<file path="src/hw/rtl/perc_pkg.sv">
`timescale 1ns / 1ps
`default_nettype none
// ----------------------------------------------------------------------------
// perc_pkg
// Shared types and constants of the percent decoder.
// ----------------------------------------------------------------------------
package perc_pkg;

    localparam int BYTE_W  = 8;
    localparam int LEN_W   = 12;
    localparam int MAX_RES = 3;
    localparam int NUM_W   = 2;

    // command queue between front and back
    localparam int QDEPTH = 4;
    localparam int QPTR_W = 2;
    localparam int QCNT_W = 3;

    localparam logic [LEN_W-1:0] LIMIT_RESET = 12'd255;

    // character codes
    localparam logic [BYTE_W-1:0] CH_PCT   = 8'h25;
    localparam logic [BYTE_W-1:0] CH_0     = 8'h30;
    localparam logic [BYTE_W-1:0] CH_9     = 8'h39;
    localparam logic [BYTE_W-1:0] CH_LA    = 8'h61;
    localparam logic [BYTE_W-1:0] CH_LF    = 8'h66;
    localparam logic [BYTE_W-1:0] CH_UA    = 8'h41;
    localparam logic [BYTE_W-1:0] CH_UF    = 8'h46;
    localparam logic [BYTE_W-1:0] HEX_TEN  = 8'd10;

    // escape sequence phase
    typedef enum logic [1:0] {
        PH_IDLE  = 2'd0,
        PH_PCT   = 2'd1,
        PH_DIGIT = 2'd2
    } t_phase;

    // one result item
    typedef struct packed {
        logic [BYTE_W-1:0] data;
        logic              valid;
        logic              done;
        logic [LEN_W-1:0]  len;
    } t_res;

    // all results caused by one input item
    typedef struct packed {
        logic [NUM_W-1:0]          num;
        t_res [MAX_RES-1:0]        ent;
    } t_cmd;

    // push side of the command queue
    typedef struct packed {
        logic valid;
        t_cmd cmd;
    } t_push;

    // queue status seen by front and back
    typedef struct packed {
        logic full;
        logic empty;
    } t_qstat;

endpackage

`default_nettype wire

</file>
<file path="src/hw/rtl/perc_front.sv">
`timescale 1ns / 1ps
`default_nettype none
// ----------------------------------------------------------------------------
// perc_front
// Accepts characters, tracks the escape phase and the emitted count, and
// turns each item into a command of up to three result items.
// ----------------------------------------------------------------------------
module perc_front (
    input  wire logic                         i_clk,
    input  wire logic                         i_rst_n,
    input  wire logic                         i_valid,
    output logic                              o_stall,
    input  wire logic [perc_pkg::BYTE_W-1:0]  i_in_byte,
    input  wire logic                         i_end_of_string,
    input  wire logic                         i_cfg_valid,
    input  wire logic [perc_pkg::LEN_W-1:0]   i_cfg_data,
    input  wire perc_pkg::t_qstat             i_qstat,
    output perc_pkg::t_push                   o_push
);

    typedef struct packed {
        perc_pkg::t_cmd                cmd;
        logic [perc_pkg::LEN_W-1:0]    cnt;
    } t_work;

    function automatic logic f_is_hex(input logic [perc_pkg::BYTE_W-1:0] c);
        f_is_hex = (c >= perc_pkg::CH_0  && c <= perc_pkg::CH_9)  ||
                   (c >= perc_pkg::CH_LA && c <= perc_pkg::CH_LF) ||
                   (c >= perc_pkg::CH_UA && c <= perc_pkg::CH_UF);
    endfunction

    function automatic logic [3:0] f_hex_val(input logic [perc_pkg::BYTE_W-1:0] c);
        logic [perc_pkg::BYTE_W-1:0] v;
        if (c >= perc_pkg::CH_LA && c <= perc_pkg::CH_LF) begin
            v = c - perc_pkg::CH_LA + perc_pkg::HEX_TEN;
        end else if (c >= perc_pkg::CH_UA && c <= perc_pkg::CH_UF) begin
            v = c - perc_pkg::CH_UA + perc_pkg::HEX_TEN;
        end else begin
            v = c - perc_pkg::CH_0;
        end
        f_hex_val = v[3:0];
    endfunction

    // append one decoded byte unless the limit is reached
    function automatic t_work f_emit(input t_work w,
                                     input logic [perc_pkg::BYTE_W-1:0] b,
                                     input logic [perc_pkg::LEN_W-1:0] limit);
        t_work r;
        r = w;
        if (w.cnt < limit) begin
            r.cnt = w.cnt + 1'b1;
            r.cmd.ent[w.cmd.num] = '{data: b, valid: 1'b1, done: 1'b0, len: r.cnt};
            r.cmd.num = w.cmd.num + 1'b1;
        end
        return r;
    endfunction

    perc_pkg::t_phase               r_phase, n_phase;
    logic [perc_pkg::BYTE_W-1:0]    r_held, n_held;
    logic [perc_pkg::LEN_W-1:0]     r_count, n_count;
    logic [perc_pkg::LEN_W-1:0]     r_limit;
    logic                           s_accept;
    t_work                          s_work;
    perc_pkg::t_phase               s_phase;
    logic [perc_pkg::BYTE_W-1:0]    s_held;
    logic [perc_pkg::LEN_W-1:0]     s_count;

    assign o_stall  = i_qstat.full;
    assign s_accept = i_valid && !o_stall;

    // classify the item and build its results
    always_comb begin
        logic go;
        go      = 1'b0;
        s_work  = '{cmd: '0, cnt: r_count};
        s_phase = r_phase;
        s_held  = r_held;
        s_count = r_count;
        if (i_end_of_string) begin
            case (r_phase)
                perc_pkg::PH_PCT: begin
                    s_work = f_emit(s_work, perc_pkg::CH_PCT, r_limit);
                end
                perc_pkg::PH_DIGIT: begin
                    s_work = f_emit(s_work, perc_pkg::CH_PCT, r_limit);
                    s_work = f_emit(s_work, r_held, r_limit);
                end
                default: begin
                end
            endcase
            s_work.cmd.ent[s_work.cmd.num] = '{data: '0, valid: 1'b0, done: 1'b1,
                                                len: s_work.cnt};
            s_work.cmd.num = s_work.cmd.num + 1'b1;
            s_phase = perc_pkg::PH_IDLE;
            s_held  = '0;
            s_count = '0;
        end else begin
            if (r_count < r_limit) begin
                go = 1'b1;
                case (r_phase)
                    perc_pkg::PH_PCT: begin
                        if (f_is_hex(i_in_byte)) begin
                            s_held  = i_in_byte;
                            s_phase = perc_pkg::PH_DIGIT;
                            go      = 1'b0;
                        end else begin
                            s_work  = f_emit(s_work, perc_pkg::CH_PCT, r_limit);
                            s_phase = perc_pkg::PH_IDLE;
                        end
                    end
                    perc_pkg::PH_DIGIT: begin
                        if (f_is_hex(i_in_byte)) begin
                            s_work = f_emit(s_work,
                                            {f_hex_val(r_held), f_hex_val(i_in_byte)},
                                            r_limit);
                            go     = 1'b0;
                        end else begin
                            s_work = f_emit(s_work, perc_pkg::CH_PCT, r_limit);
                            s_work = f_emit(s_work, r_held, r_limit);
                        end
                        s_phase = perc_pkg::PH_IDLE;
                        s_held  = '0;
                    end
                    default: begin
                        s_phase = perc_pkg::PH_IDLE;
                    end
                endcase
                if (go && s_work.cnt < r_limit) begin
                    if (i_in_byte == perc_pkg::CH_PCT) begin
                        s_phase = perc_pkg::PH_PCT;
                    end else begin
                        s_work = f_emit(s_work, i_in_byte, r_limit);
                    end
                end
            end
            s_count = s_work.cnt;
        end
    end

    // next state
    always_comb begin
        n_phase = r_phase;
        n_held  = r_held;
        n_count = r_count;
        if (s_accept) begin
            n_phase = s_phase;
            n_held  = s_held;
            n_count = s_count;
        end
    end

    // push commands that carry results
    always_comb begin
        o_push.valid = s_accept && (s_work.cmd.num != '0);
        o_push.cmd   = s_work.cmd;
    end

    // state registers
    always_ff @(posedge i_clk) begin
        if (!i_rst_n) begin
            r_phase <= perc_pkg::PH_IDLE;
            r_held  <= '0;
            r_count <= '0;
            r_limit <= perc_pkg::LIMIT_RESET;
        end else begin
            r_phase <= n_phase;
            r_held  <= n_held;
            r_count <= n_count;
            if (i_cfg_valid) begin
                r_limit <= i_cfg_data;
            end
        end
    end

endmodule

`default_nettype wire

</file>
<file path="src/hw/rtl/perc_queue.sv">
`timescale 1ns / 1ps
`default_nettype none
// ----------------------------------------------------------------------------
// perc_queue
// Short command queue that decouples the front from the back.
// ----------------------------------------------------------------------------
module perc_queue (
    input  wire logic              i_clk,
    input  wire logic              i_rst_n,
    input  wire perc_pkg::t_push   i_push,
    input  wire logic              i_pop,
    output perc_pkg::t_cmd         o_head,
    output perc_pkg::t_qstat       o_qstat
);

    perc_pkg::t_cmd                 r_mem [perc_pkg::QDEPTH];
    logic [perc_pkg::QPTR_W-1:0]    r_wptr, n_wptr;
    logic [perc_pkg::QPTR_W-1:0]    r_rptr, n_rptr;
    logic [perc_pkg::QCNT_W-1:0]    r_cnt, n_cnt;
    logic                           s_push;
    logic                           s_pop;

    assign o_qstat.full  = (r_cnt == perc_pkg::QCNT_W'(perc_pkg::QDEPTH));
    assign o_qstat.empty = (r_cnt == '0);
    assign o_head        = r_mem[r_rptr];

    assign s_push = i_push.valid && !o_qstat.full;
    assign s_pop  = i_pop && !o_qstat.empty;

    // pointer and fill update
    always_comb begin
        n_wptr = s_push ? r_wptr + 1'b1 : r_wptr;
        n_rptr = s_pop  ? r_rptr + 1'b1 : r_rptr;
        n_cnt  = r_cnt;
        if (s_push && !s_pop) begin
            n_cnt = r_cnt + 1'b1;
        end else if (s_pop && !s_push) begin
            n_cnt = r_cnt - 1'b1;
        end
    end

    always_ff @(posedge i_clk) begin
        if (!i_rst_n) begin
            r_wptr <= '0;
            r_rptr <= '0;
            r_cnt  <= '0;
        end else begin
            r_wptr <= n_wptr;
            r_rptr <= n_rptr;
            r_cnt  <= n_cnt;
        end
    end

    // storage
    always_ff @(posedge i_clk) begin
        if (s_push) begin
            r_mem[r_wptr] <= i_push.cmd;
        end
    end

endmodule

`default_nettype wire

</file>
<file path="src/hw/rtl/perc_back.sv">
`timescale 1ns / 1ps
`default_nettype none
// ----------------------------------------------------------------------------
// perc_back
// Walks the results of the head command one per cycle into the output
// register while the output is not stalled.
// ----------------------------------------------------------------------------
module perc_back (
    input  wire logic                          i_clk,
    input  wire logic                          i_rst_n,
    input  wire perc_pkg::t_cmd                i_head,
    input  wire perc_pkg::t_qstat              i_qstat,
    output logic                               o_pop,
    output logic                               o_valid,
    input  wire logic                          i_stall,
    output logic [perc_pkg::BYTE_W-1:0]        o_out_byte,
    output logic                               o_byte_valid,
    output logic                               o_done_res,
    output logic [perc_pkg::LEN_W-1:0]         o_out_length
);

    logic [perc_pkg::NUM_W-1:0]  r_idx, n_idx;
    logic                        r_valid, n_valid;
    perc_pkg::t_res              r_res;
    logic                        s_load;
    logic                        s_take;
    logic                        s_last;

    assign s_load = !r_valid || !i_stall;
    assign s_take = s_load && !i_qstat.empty;
    assign s_last = (r_idx + 1'b1) == i_head.num;
    assign o_pop  = s_take && s_last;

    // entry index and output valid
    always_comb begin
        n_idx   = r_idx;
        n_valid = r_valid;
        if (s_take) begin
            n_valid = 1'b1;
            n_idx   = s_last ? '0 : r_idx + 1'b1;
        end else if (s_load) begin
            n_valid = 1'b0;
        end
    end

    always_ff @(posedge i_clk) begin
        if (!i_rst_n) begin
            r_idx   <= '0;
            r_valid <= 1'b0;
        end else begin
            r_idx   <= n_idx;
            r_valid <= n_valid;
        end
    end

    // output payload register
    always_ff @(posedge i_clk) begin
        if (s_take) begin
            r_res <= i_head.ent[r_idx];
        end
    end

    assign o_valid      = r_valid;
    assign o_out_byte   = r_res.data;
    assign o_byte_valid = r_res.valid;
    assign o_done_res   = r_res.done;
    assign o_out_length = r_res.len;

endmodule

`default_nettype wire

</file>
<file path="src/hw/rtl/percent_decoder.sv">
`timescale 1ns / 1ps
`default_nettype none
// ----------------------------------------------------------------------------
// percent_decoder
// Streaming URL percent decoder, one character per input item.
// ----------------------------------------------------------------------------
// Usage:
//   input channel  i_valid / o_stall carries i_in_byte and i_end_of_string;
//   an item with i_end_of_string set closes the string.
//   output channel o_valid / i_stall carries one result item per transfer:
//   a decoded byte, or the final item with o_done_res set and the length.
//   i_cfg_valid / o_cfg_ready writes the output limit (ready is always high).
// Timing:
//   one input item per cycle; each item yields zero to three result items
//   that leave the output register at one per cycle while i_stall is low,
//   passing the queue storage and then the output register. Sustained input
//   rate is one item per cycle while items give at most one result; the
//   single output port sets the rate otherwise. A four-entry command queue
//   sits between the front and the back, so input stalls only when it fills.
// Reset:
//   synchronous, active low; clears the phase, count and queue and sets the
//   limit to 255. A stalled output holds its item while the front keeps
//   accepting until the queue is full.
// ----------------------------------------------------------------------------
module percent_decoder (
    input  wire logic                          i_clk,
    input  wire logic                          i_rst_n,
    input  wire logic                          i_valid,
    output logic                               o_stall,
    input  wire logic [perc_pkg::BYTE_W-1:0]   i_in_byte,
    input  wire logic                          i_end_of_string,
    output logic                               o_valid,
    input  wire logic                          i_stall,
    output logic [perc_pkg::BYTE_W-1:0]        o_out_byte,
    output logic                               o_byte_valid,
    output logic                               o_done_res,
    output logic [perc_pkg::LEN_W-1:0]         o_out_length,
    input  wire logic                          i_cfg_valid,
    output logic                               o_cfg_ready,
    input  wire logic [perc_pkg::LEN_W-1:0]    i_cfg_data
);

    perc_pkg::t_push   s_push;
    perc_pkg::t_cmd    s_head;
    perc_pkg::t_qstat  s_qstat;
    logic              s_pop;

    assign o_cfg_ready = 1'b1;

    // classification and state
    perc_front u_front (
        .i_clk           (i_clk),
        .i_rst_n         (i_rst_n),
        .i_valid         (i_valid),
        .o_stall         (o_stall),
        .i_in_byte       (i_in_byte),
        .i_end_of_string (i_end_of_string),
        .i_cfg_valid     (i_cfg_valid && o_cfg_ready),
        .i_cfg_data      (i_cfg_data),
        .i_qstat         (s_qstat),
        .o_push          (s_push)
    );

    // command queue
    perc_queue u_queue (
        .i_clk   (i_clk),
        .i_rst_n (i_rst_n),
        .i_push  (s_push),
        .i_pop   (s_pop),
        .o_head  (s_head),
        .o_qstat (s_qstat)
    );

    // result serializer
    perc_back u_back (
        .i_clk        (i_clk),
        .i_rst_n      (i_rst_n),
        .i_head       (s_head),
        .i_qstat      (s_qstat),
        .o_pop        (s_pop),
        .o_valid      (o_valid),
        .i_stall      (i_stall),
        .o_out_byte   (o_out_byte),
        .o_byte_valid (o_byte_valid),
        .o_done_res   (o_done_res),
        .o_out_length (o_out_length)
    );

endmodule

`default_nettype wire
</file>
<file path="config.mk">
export PLATFORM = sky130hd
export DESIGN_NAME = percent_decoder
export DESIGN_NICKNAME = d
export VERILOG_FILES = /design/src/hw/rtl/perc_pkg.sv /design/src/hw/rtl/perc_front.sv /design/src/hw/rtl/perc_queue.sv /design/src/hw/rtl/perc_back.sv /design/src/hw/rtl/percent_decoder.sv
export SDC_FILE = /design/constraint.sdc
export NUM_CORES = 1
export LEC_CHECK = 0
export ABC_CLOCK_PERIOD_IN_PS = 9100
export BUFFER_PORTS_ARGS = -buffer_cell sky130_fd_sc_hd__buf_2
export CAP_MARGIN = 20
export CORE_AREA = 2 2 250 252
export DETAILED_ROUTE_END_ITERATION = 12
export DIE_AREA = 0 0 252 254
export GPL_TIMING_DRIVEN = 1
export PLACE_DENSITY = 0.51
export SKIP_CTS_REPAIR_TIMING = 1
export SLEW_MARGIN = 10
export SYNTH_ARGS = -nofsm -noshare
export SYNTH_HDL_FRONTEND = slang
export SYNTH_HIERARCHICAL = 1
export SYNTH_SLANG_ARGS = --single-unit
export TNS_END_PERCENT = 5
</file>
<file path="constraint.sdc">
create_clock -name i_clk -period 9.1 [get_ports i_clk]
set_clock_uncertainty 0.1 [all_clocks]
set_input_delay 0.91 -clock i_clk [delete_from_list [all_inputs] [get_ports i_clk]]
set_output_delay 0.91 -clock i_clk [all_outputs]
set_load 0.01 [all_outputs]
</file>
==> flow_metrics.tcl <==
set metrics [dict create \
    startpoint_type "register" \
    dr_wl_met3_mm 3.58 \
    synth.net_count 1574 \
    status "finished, final reports clean" \
    cellPowerDensity_nw_per_um2 209 \
    fmax_mhz 121 \
    regToRegStartpoint "u_front/r_count[1]$_SDFFE_PN0P_" \
    root_buffer "clkbuf_16" \
    grt-ovfl-total 0 \
    finalPower_uw 4310 \
    finalCritPeriodShare_pct 90.6 \
    yosys_warnings 6 \
    cts_tree "yes" \
    synthArstFlopShare_pct 0 \
    criticalPathCategory "register to register" \
    synth_seq_cells 340 \
    port_buffers 49 \
    core-area_sq_um 61300 \
    post_synth_instance_area_sq_um 18300 \
    wl_per_cell_um 23.0 \
    grt_start_max_net_pins 47 \
    multiInputGateArea_sq_um 7750 \
    critPathSlowestCell "dfxtp_1" \
    hpwlAfterDp_mm 38.5 \
    m1WireLength_mm 24.7 \
    worstMarginPinSlew_ns 0.923 \
    cap_violations 0 \
    endpoint "u_queue/r_cnt[2]$_SDFFE_PN0P_" \
    clk_pin_slew_ns 0.06 \
    setup_viol_count_final 0 \
    r2r_slack_ns 0.85 \
    crit_required_ns 9.46 \
    wl_met2_mm 24.0 \
    hold_viol_final 0 \
    dieArea_sq_um 64000 \
    grt_first_pass_wirelength_mm 81.4 \
    ff_latch_area_sq_um 9760 \
    cts_made_buffers 37 \
    initial_core_util_pct 29.8 \
    drv_slew 0 \
    initialDrtViolationCount 1302 \
    wl_mm 53.7 \
    fin_crit_ns 8.25 \
    clock_latency_ns 0.54 \
    yosysSeqAreaShare_pct 53.4 \
    path_max_fanout 15 \
    cp-end-kind "register" \
    r2r-end "u_queue/r_cnt[2]$_SDFFE_PN0P_" \
    cp_common_cell "ha_1" \
    synth_cell_types 97 \
    synth-edff-count 294 \
    die_h_um 254 \
    startpoint "u_front/r_count[1]$_SDFFE_PN0P_" \
    grt_pass1_vias 12500 \
    synth_area_leader_cell "edfxtp_1" \
    p_leak_uw 0.00724 \
    avgSynthCellArea_sq_um 12.4 \
    synthTopCellsByArea "edfxtp_1 (48%), mux4_2 (8.4%), ha_1 (5.1%), dfxtp_1 (5.0%), nand2_1 (2.5%)" \
    num-fill-cells 6064 \
    final_util_pct 33.7 \
    synthCells 1473 \
    first_pass_iters 6 \
    fin_hold_ws_ns 0.412 \
    relSlewSlack_pct 38.4 \
    fp-row-count 91 \
    clock-sinks 340 \
    antenna_found_initial 0 \
    setup_tns_ns 0 \
    grtUsageTotal_pct 16.8 \
    vias 12700 \
    ff2ff_path_depth 31 \
    syn2layout_area_growth_pct 13.0 \
    yosysTopAreaCellShare_pct 48.3 \
    ioPinCount 51 \
    clk_path_buf_depth 3 \
    dr.max_layer_used "met4" \
    htree_levels 2 \
    crit_path_max_incr_delay_ns 0.68 \
    die_w_um 252 \
    peakVddDrop_mv 0.120 \
    drc 0 \
    nNetsFinal 1618 \
    avgViaCountPerCell 5.43 \
    rsz0062_at_grt "no" \
    drive_gt1_share_pct 17.1 \
    antenna_left 0 \
    gp_congestion 0.933 \
    min_path_type "register to register" \
    synth_ff_type "edfxtp_1" \
    worstPathArrival_ns 8.61 \
]
## power breakdown
group | internal [uW] | switching [uW] | total (uW)
sequential | 1920 | 73.7 | 2000
clock | 912 | 601 | 1510
combinational | 330 | 472 | 801
total | 3170 | 1150 | 4310
## metrics by stage
stage | setup slack [ns] | std cells | cell area, sq um
global route | 0.315 | 2330 | 20600
detailed placement | 0.985 | 2268 | 19400
global placement | 1.19 | 2268 | 19400
finish | 0.852 | 2331 | 20600
CTS | 0.968 | 2330 | 20600
floorplan | 1.37 | 1473 | 18300
## how the worst min path moves through the flow
stage | slack [ns] | depth (start not counted) | from | end
global placement | 0.39 | 2 | u_queue/r_wptr[1]$_SDFFE_PN0P_ | u_queue/r_wptr[1]$_SDFFE_PN0P_
detailed placement | 0.40 | 2 | u_queue/r_wptr[1]$_SDFFE_PN0P_ | u_queue/r_wptr[1]$_SDFFE_PN0P_
CTS | 0.41 | 2 | u_queue/r_wptr[1]$_SDFFE_PN0P_ | u_queue/r_wptr[1]$_SDFFE_PN0P_
floorplan | 0.36 | 2 | u_front/r_held[6]$_SDFFE_PN0P_ | u_front/r_held[6]$_SDFFE_PN0P_
finish | 0.41 | 2 | u_queue/r_wptr[1]$_SDFFE_PN0P_ | u_queue/r_wptr[1]$_SDFFE_PN0P_
global route | 0.43 | 2 | u_back/o_valid$_SDFFE_PN0P_ | u_back/o_valid$_SDFFE_PN0P_
## cell type report
cell class	count	share of cell area, %
inverter	76	1.38
multi-input combinational	966	37.6
timing repair buffer	96	3.14
sequential	340	47.3
clock inverter	21	1.25
antenna	1	0.0121
tap	790	4.79
clock buffer	41	4.56
## cell usage in the layout (no fill, tap or decap), types with 11 or more instances in the layout
| master | count |
|---|---|
| o21ai_1 | 12 |
| nor2b_1 | 19 |
| dfxtp_1 | 43 |
| clkbuf_16 | 37 |
| xnor2_1 | 52 |
| buf_2 | 49 |
| buf_4 | 43 |
| nor2_1 | 61 |
| nor3_1 | 20 |
| o22ai_1 | 16 |
| inv_1 | 70 |
| xor2_1 | 20 |
| and3_1 | 11 |
| ha_1 | 74 |
| and2_1 | 16 |
| o21ai_0 | 80 |
| mux4_2 | 68 |
| nand3_1 | 43 |
| a21oi_1 | 45 |
| o221ai_1 | 15 |
| a31oi_1 | 14 |
| nand2_1 | 124 |
| edfxtp_1 | 294 |
| mux2i_1 | 37 |
| nand4_1 | 18 |
| clkinv_1 | 12 |
| a21o_1 | 15 |
## kinds of logic after synthesis
family | count (synthesis) | synth area share (%)
and+or+nand+nor | 380 | 10.6
DFF | 340 | 53.4
AOI/OAI and AO/OA | 330 | 12.5
buffers and inverters | 167 | 4.27
muxes | 108 | 10.6
adders and majority gates | 75 | 5.18
xor gates and xnor gates | 72 | 3.45
other | 1 | 0.0205
## cell usage after synthesis, types with 21 or more instances
cell and n:
a21oi_1 45, clkbuf_1 46, dfxtp_1 46, edfxtp_1 294
ha_1 74, inv_1 70, mux2i_1 37, mux4_2 68
nand2_1 124, nand3_1 43, nor2_1 61, nor3_1 21
o21ai_0 80, xnor2_1 52
## routing by layer
layer  vias up  track usage (%)
li1       5753                -
met1      6316             24.1
met2       501             26.3
met3        93             2.42
met4         0             5.12
met5         -                0
## worst max-delay path: cells and delay by family, from the launching register on
kind	cells	cell delay, ns
adders and majority gates	5	1.68
AOI/OAI and AO/OA	9	1.71
xor gates and xnor gates	2	0.59
buffers and inverters	5	0.64
muxes	1	0.26
DFF	1	0.68
and+or+nand+nor	9	2.48
## flip-flops by register name, summed over array words and instances, names as in the netlist, named ones only
register,flops
u_queue/r_mem,272
u_front/r_count,12
u_queue/r_cnt,3
u_front/r_phase,2
u_back/o_done_res,1
u_back/r_idx,2
u_back/o_out_byte,8
u_front/r_held,8
u_queue/r_wptr,2
u_queue/r_rptr,2
u_back/o_out_length,12
u_back/o_byte_valid,1
u_front/r_limit,12
u_back/o_valid,1
Note: power is estimated with default switching activity, not from simulation.
